File: src/sv/mbet_pkg.sv
// Shared types and constants for the escape-time pixel core.
`timescale 1ns / 1ps
package mbet_pkg;
  localparam int FRAC_BITS = 28;
  localparam int QW = 32;
  localparam int SZW = 13;
  localparam int PIXW = 12;
  localparam logic [QW-1:0] RE_SPAN = 32'h3800_0000;   // 3.5
  localparam logic [QW-1:0] IM_SPAN = 32'h2000_0000;   // 2.0
  localparam logic signed [QW-1:0] RE_OFS = 32'shD800_0000; // -2.5
  localparam logic signed [QW-1:0] IM_OFS = 32'shF000_0000; // -1.0
  localparam logic signed [QW+3:0] FOUR_Q = 36'sh0_4000_0000;
  localparam int DIV_CELLS = 4;

  // Data passed from one divider cell to the next.
  typedef struct packed {
    logic [QW+1:0] rem;
    logic [QW-1:0] quo;
  } div_link_t;

  typedef enum logic [3:0] {
    ST_IDLE = 4'b0001,
    ST_MAP  = 4'b0010,
    ST_ITER = 4'b0100,
    ST_DONE = 4'b1000
  } state_t;
endpackage

File: src/sv/mbet_div_cell.sv
// One restoring-division step cell: shifts in a dividend bit and subtracts.
`timescale 1ns / 1ps
module mbet_div_cell import mbet_pkg::*; (
  input  div_link_t       link_in,
  input  logic            bit_in,
  input  logic [SZW-1:0]  divisor,
  output div_link_t       link_out
);
  logic [QW+1:0] shifted;
  logic [QW+1:0] diff;
  always_comb begin
    shifted = {link_in.rem[QW:0], bit_in};
    diff = shifted - {{(QW+2-SZW){1'b0}}, divisor};
    if (!diff[QW+1]) begin
      link_out.rem = diff;
      link_out.quo = {link_in.quo[QW-2:0], 1'b1};
    end else begin
      link_out.rem = shifted;
      link_out.quo = {link_in.quo[QW-2:0], 1'b0};
    end
  end
endmodule

File: src/sv/mbet_divider.sv
// Sequential divider: a chain of DIV_CELLS step cells, one pass per cycle.
`timescale 1ns / 1ps
module mbet_divider import mbet_pkg::*; (
  input  logic              clk,
  input  logic              rst,
  input  logic              go,
  input  logic [QW+PIXW-1:0] dividend,
  input  logic [SZW-1:0]    divisor,
  output logic              done,
  output logic [QW-1:0]     quotient
);
  localparam int NW = QW + PIXW;
  localparam int PASSES = NW / DIV_CELLS;
  logic [NW-1:0] num;
  div_link_t acc;
  div_link_t chain [DIV_CELLS+1];
  logic [$clog2(PASSES+1)-1:0] cnt;
  logic running;

  assign chain[0] = acc;
  for (genvar i = 0; i < DIV_CELLS; i++) begin : g_cell
    mbet_div_cell u_cell (
      .link_in(chain[i]), .bit_in(num[NW-1-i]), .divisor(divisor),
      .link_out(chain[i+1])
    );
  end
  assign quotient = acc.quo;

  always_ff @(posedge clk) begin
    done <= !rst && !go && running && (cnt == ($bits(cnt))'(PASSES - 1));
    if (rst) begin
      running <= 1'b0;
      cnt <= '0;
    end else if (go) begin
      running <= 1'b1;
      cnt <= '0;
      num <= dividend;
      acc <= '0;
    end else if (running) begin
      acc <= chain[DIV_CELLS];
      num <= num << DIV_CELLS;
      cnt <= cnt + 1'b1;
      if (cnt == ($bits(cnt))'(PASSES - 1)) begin
        running <= 1'b0;
      end
    end
  end
endmodule

File: config.mk
export PLATFORM = sky130hd
export DESIGN_NAME = mbet_divider
export DESIGN_NICKNAME = d
export VERILOG_FILES = /design/src/sv/mbet_pkg.sv /design/src/sv/mbet_div_cell.sv /design/src/sv/mbet_divider.sv
export SDC_FILE = /design/constraint.sdc
export NUM_CORES = 1
export LEC_CHECK = 0
export BUFFER_PORTS_ARGS = -buffer_cell sky130_fd_sc_hd__clkbuf_2
export CAP_MARGIN = 20
export CELL_PAD_IN_SITES_DETAIL_PLACEMENT = 1
export CELL_PAD_IN_SITES_GLOBAL_PLACEMENT = 2
export CORE_ASPECT_RATIO = 1.5
export CORE_MARGIN = 2
export CORE_UTILIZATION = 42
export CTS_BUF_LIST = sky130_fd_sc_hd__clkbuf_16
export DETAILED_ROUTE_END_ITERATION = 7
export PLACE_DENSITY_LB_ADDON = 0.1
export SYNTH_ARGS = -nofsm -noshare
export SYNTH_HDL_FRONTEND = slang
export SYNTH_HIERARCHICAL = 1
export SYNTH_SLANG_ARGS = --single-unit
File: constraint.sdc
create_clock -name clk -period 17.9 [get_ports clk]
set_input_delay 0.895 -clock clk [delete_from_list [all_inputs] [get_ports clk]]
set_output_delay 0.895 -clock clk [all_outputs]
set_load 0.03 [all_outputs]
==> flow_summary.json, run 1 <==
{
  "layout_commonest_cell": "edfxtp_1",
  "max_freq_mhz": 67.3,
  "syn_area_um2": 11200,
  "cts_made_buffers": 17,
  "cp.arrival_ps": 15020,
  "swShare_pct": 42.6,
  "dp_hpwl_um": 23700,
  "syn_inst": 1238,
  "groute.usage.overall_pct": 22.2,
  "final_cell_count_no_fill": 1503,
  "placed_area_um2": 10800,
  "grt_max_degree": 74,
  "cts_tree": "done",
  "firstDrtPassIters": 5,
  "path_clk_slew_ps": 60,
  "syn_area_per_cell_um2": 9.06,
  "clock_path_buffers": 2,
  "initial_core_util_pct": 42.5,
  "antenna_found_initial": 0,
  "cp_slowest_cell": "ha_1",
  "wl_um": 30100,
  "synth_fp_nets": 1360,
  "clockRootBuffer": "clkbuf_16",
  "seq_power_share_pct": 23.3,
  "ctsResizeCount": 0,
  "grt_pass1_vias": 8761,
  "detail_route.wl_per_cell_um": 20.0,
  "crit_type": "register to register",
  "hold_class": "register to register",
  "drive_gt1_share_pct": 19.0,
  "gp_congestion": 0.851,
  "switchingPower_uw": 647,
  "fin_crit_sh_pct": 83.1,
  "combPwrFrac_pct": 53.5,
  "io_buffers": 92,
  "power_density_nw_per_um2": 134,
  "cp_max_fo": 20,
  "clock-sinks": 115,
  "core.rowCount": 73,
  "drt_iter0_drc": 374,
  "dieArea_um2": 28100,
  "die_w_um": 137,
  "setup.worst_path.end_class": "register",
  "n_antenna_cell": 0,
  "final_hold_viol_count": 0,
  "ctsHoldBuffers": 0,
  "tns_ps": 0,
  "status": "finished clean",
  "finish.instance_area_um2": 11400,
  "crit_path_max_incr_delay_ps": 750,
  "cts_setup_buffers": 0,
  "post-route-min-period_ps": 14870,
  "fin_nets": 1275,
  "grt_pass1_wl_um": 47700,
  "ant_nets": 0,
  "utilization_pct": 43.1,
  "p_int_uw": 873,
  "hold_slack_ps": 475,
  "dp_cells": 1469,
  "leakagePower_nw": 4.46,
  "irDropWorstVdd_v": 0.0000807,
  "drv_cap": 0,
  "slew_violations": 0,
  "crit_top_cell": "nand3_1",
  "detailroute.via_count": 8387,
  "cts_max_level": 4,
  "worst_pin_slew_ps": 957,
  "required_ps": 18050,
  "slew_headroom_pct": 35.7,
  "clockPowerShare_pct": 23.2,
  "die_y_um": 204,
  "overflow": 0,
  "synthToLayoutAreaGrowth_pct": 1.43,
  "io_pins": 93,
  "via_per_inst": 5.58,
  "rsz0062_at_grt": "false",
  "yosys_warnings": 6,
  "skew_ps": 7.98,
  "startpoint_type": "register",
  "final_cell_mix": "edfxtp_1, clkbuf_2, nor2b_1",
  "clock_latency_ps": 430,
  "finalSetupViolations": 0,
  "drc_errors": 0,
  "coreArea_um2": 26400
}
-- power by group through the flow --
| stage | registers [mW] | logic [mW] | clock network, mW |
|---|---|---|---|
| after floorplan | 0.349 | 0.638 | 0 |
| after global placement | 0.359 | 0.805 | 0 |
| after detailed placement | 0.359 | 0.802 | 0 |
| after CTS | 0.354 | 0.808 | 0.362 |
| after global routing | 0.356 | 0.901 | 0.370 |
| final | 0.354 | 0.814 | 0.353 |
-- through the flow --
step | setup WS (ps) | total power [mW]
after floorplan | 5480 | 0.987
final | 3030 | 1.52
after global placement | 2770 | 1.16
after CTS | 2680 | 1.52
after global routing | 1720 | 1.63
after detailed placement | 2400 | 1.16
-- final cells by class --
cell class | instances | area, um2
fillers | 3049 | 15000
multi-input cells | 851 | 6180
flip-flops and latches | 115 | 3390
repair buffers | 99 | 528
clock buffers | 17 | 425
well taps | 337 | 422
inverters | 69 | 259
clock inverters | 15 | 175
-- sequential cells by signal, summed over array words and instances (netlist names) --
signal / count
num: 44
quotient: 32
done: 1
acc: 33
cnt: 4
running: 1
-- worst paths after layout --
check               start      end  slack, ps  cells past startpoint
setup / recovery  acc[56]  acc[54]       3030                     48
hold / removal     cnt[3]     done        470                      2
setup reg to reg  acc[56]  acc[54]       3030                     48
hold reg to reg    cnt[3]     done        470                      2
-- routing by layer --
layer / routed length (um) / GRT usage, % / vias up
met5: 0 / 0 / -
met3: 768 / 3.52 / 58
li1: - / - / 4081
met2: 15000 / 37.8 / 144
met1: 13300 / 27.5 / 4104
met4: 1070 / 9.61 / 0
-- worst max-delay path: cells and delay by family, from the launching register on --
| family | cells | cell delay, ps |
|---|---|---|
| XOR/XNOR | 4 | 720 |
| AO/OA/AOI/OAI | 6 | 1450 |
| AND/OR/NAND/NOR | 32 | 9420 |
| adder cells (fa/ha/maj) | 4 | 2060 |
| buffers and inverters | 2 | 460 |
| flip-flops | 1 | 490 |
(Power assumes the default switching activity.)
==> run 2: changes to the inputs <==
Settings changed: CORE_UTILIZATION 42 to 35.
Clock period 17.9 ns to 12.8 ns, I/O delays scaled along.
==> run 2 against run 1 <==
  * Clock power rose by 34%
  * First-iteration DRC count down 7.5%
  * Via count grew 0.44%
  * Worst hold slack improved by 8.6 ps
  * Sequential share of layout area shrank 0.93 points
  * Design area is 3.2% higher
  * Total power rose by 44%
  * Core utilization fell by 6.1 points
  * Largest power group unchanged
==> flow_summary.json, run 2 (synthesis gave the netlist of run 1 again) <==
{
  "grt_pass1_wl_um": 51300,
  "ctsHoldBuffers": 0,
  "detailedPlace.worstSlack_ps": 29.1,
  "drive_gt1_share_pct": 22.3,
  "n_antenna_cell": 0,
  "layout_commonest_cell": "edfxtp_1",
  "cts_made_buffers": 17,
  "grt_max_degree": 70,
  "drt_iter0_drc": 346,
  "clockRootBuffer": "clkbuf_16",
  "largest_reg_flops": 44,
  "dp_hpwl_um": 26000,
  "detail_route.wl_per_cell_um": 20.3,
  "skew_ps": 7.28,
  "antenna_found_initial": 0,
  "fin_crit_sh_pct": 94.1,
  "overflow": 0,
  "cts_max_level": 4,
  "tns_ps": 0,
  "grt_pass1_vias": 9009,
  "rsz0062_at_grt": "false",
  "dieArea_um2": 33500,
  "final_cell_mix": "edfxtp_1, clkbuf_2, nor2b_1",
  "core.rowCount": 80,
  "startpoint_type": "register",
  "initial_core_util_pct": 35.4,
  "ant_nets": 0,
  "placed_area_um2": 11100,
  "crit_top_cell": "nand3_1",
  "via_per_inst": 5.24,
  "setup.worst_path.end_class": "register",
  "coreArea_um2": 31700,
  "status": "finished clean",
  "worst_pin_slew_ps": 922,
  "io_pins": 93,
  "power_density_nw_per_um2": 186,
  "path_clk_slew_ps": 60,
  "final_hold_viol_count": 0,
  "drc_errors": 0,
  "firstDrtPassIters": 4,
  "groute.usage.overall_pct": 20.2,
  "crit_type": "register to register",
  "slew_headroom_pct": 38.5,
  "hold_class": "register to register",
  "postLayoutSetupSlackWorst_ps": 760,
  "crit_path_max_incr_delay_ps": 550,
  "gp_congestion": 0.891,
  "cp_max_fo": 13,
  "max_freq_mhz": 83.1,
  "max_flop_register": "num",
  "wl_um": 32600,
  "irDropWorstVdd_v": 0.000106,
  "finalSetupViolations": 0,
  "die_y_um": 223,
  "cp.arrival_ps": 12200,
  "detailroute.via_count": 8424,
  "slew_violations": 0,
  "cp_slowest_cell": "or4_1",
  "cts_tree": "done",
  "clock-sinks": 115,
  "required_ps": 12960,
  "fin_nets": 1307,
  "finish.instance_area_um2": 11700,
  "die_w_um": 150,
  "clock_path_buffers": 2,
  "io_buffers": 92,
  "drv_cap": 0,
  "post-route-min-period_ps": 12040,
  "crit_buf_inv": 2,
  "clock_latency_ps": 430,
  "synthToLayoutAreaGrowth_pct": 4.70,
  "crit_family": "simple AND/OR/NAND/NOR gates",
  "leakagePower_nw": 4.60
}
-- run 2: cell types whose count changed in the layout (fill, tap and decap cells not counted), moves of 2 or more --
cell     delta
buf_4      +34
nor3_1      -5
nor3_2      +5
inv_1       -2
nor4_1      -2
nor2b_1     -2
nor4_2      +2
-- run 2: worst register-to-register path: cells and delay by family, from the launching register on --
family          cells  cell delay (ps)
simple gates       36             8710
fa+ha+maj           4             1330
flops               1              420
buf+inv             2              350
compound gates      3              390
xor+xnor            4              580
-- run 2: repair_timing --
item | in CTS | in global routing
buffers inserted | 0 | 5
setup endpoints to repair | 1 | 33
endpoints found under the hold margin | 0 | 0
pin swaps | 0 | 4
gates resized for setup | 1 | 16
-- run 2: power breakdown --
part           internal, mW  switching [mW]
Combinational         0.474           0.743
Sequential            0.464          0.0291
Clock                 0.300           0.174
-- run 2: per-stage QoR --
step | power, mW | hold WS, ps | instances | util (%)
2_1_floorplan | 1.38 | 446 | 1238 | -
3_3_place_gp | 1.70 | 470 | 1571 | 34.9
3_5_place_dp | 1.70 | 483 | 1571 | 34.9
4_1_cts | 2.20 | 456 | 1603 | 36.7
5_1_grt | 2.34 | 480 | 1608 | 37.0
6_report | 2.18 | 483 | 1608 | 37.0
-- run 2: final timing paths --
| kind | startpoint | end | slack [ps] | cells after the start |
|---|---|---|---|---|
| min | cnt[3] | done | 480 | 2 |
| max reg2reg | acc[57] | acc[54] | 760 | 49 |
| min reg2reg | cnt[3] | done | 480 | 2 |
| max | acc[57] | acc[54] | 760 | 49 |
-- run 2: area by class of cell --
type	count	area, um2
clock buffers	17	425
clock inverters	15	153
fillers	3688	20000
inverters	69	259
multi-input cells	851	6250
flip-flops and latches	115	3390
well taps	410	513
repair buffers	131	756
-- run 2: layer usage --
metal	track usage (%)	vias up	wire length (um)
li1	-	4142	-
met1	24.6	4133	14000
met2	35.7	109	16900
met3	2.62	40	813
met4	8.09	0	929
met5	0	-	0
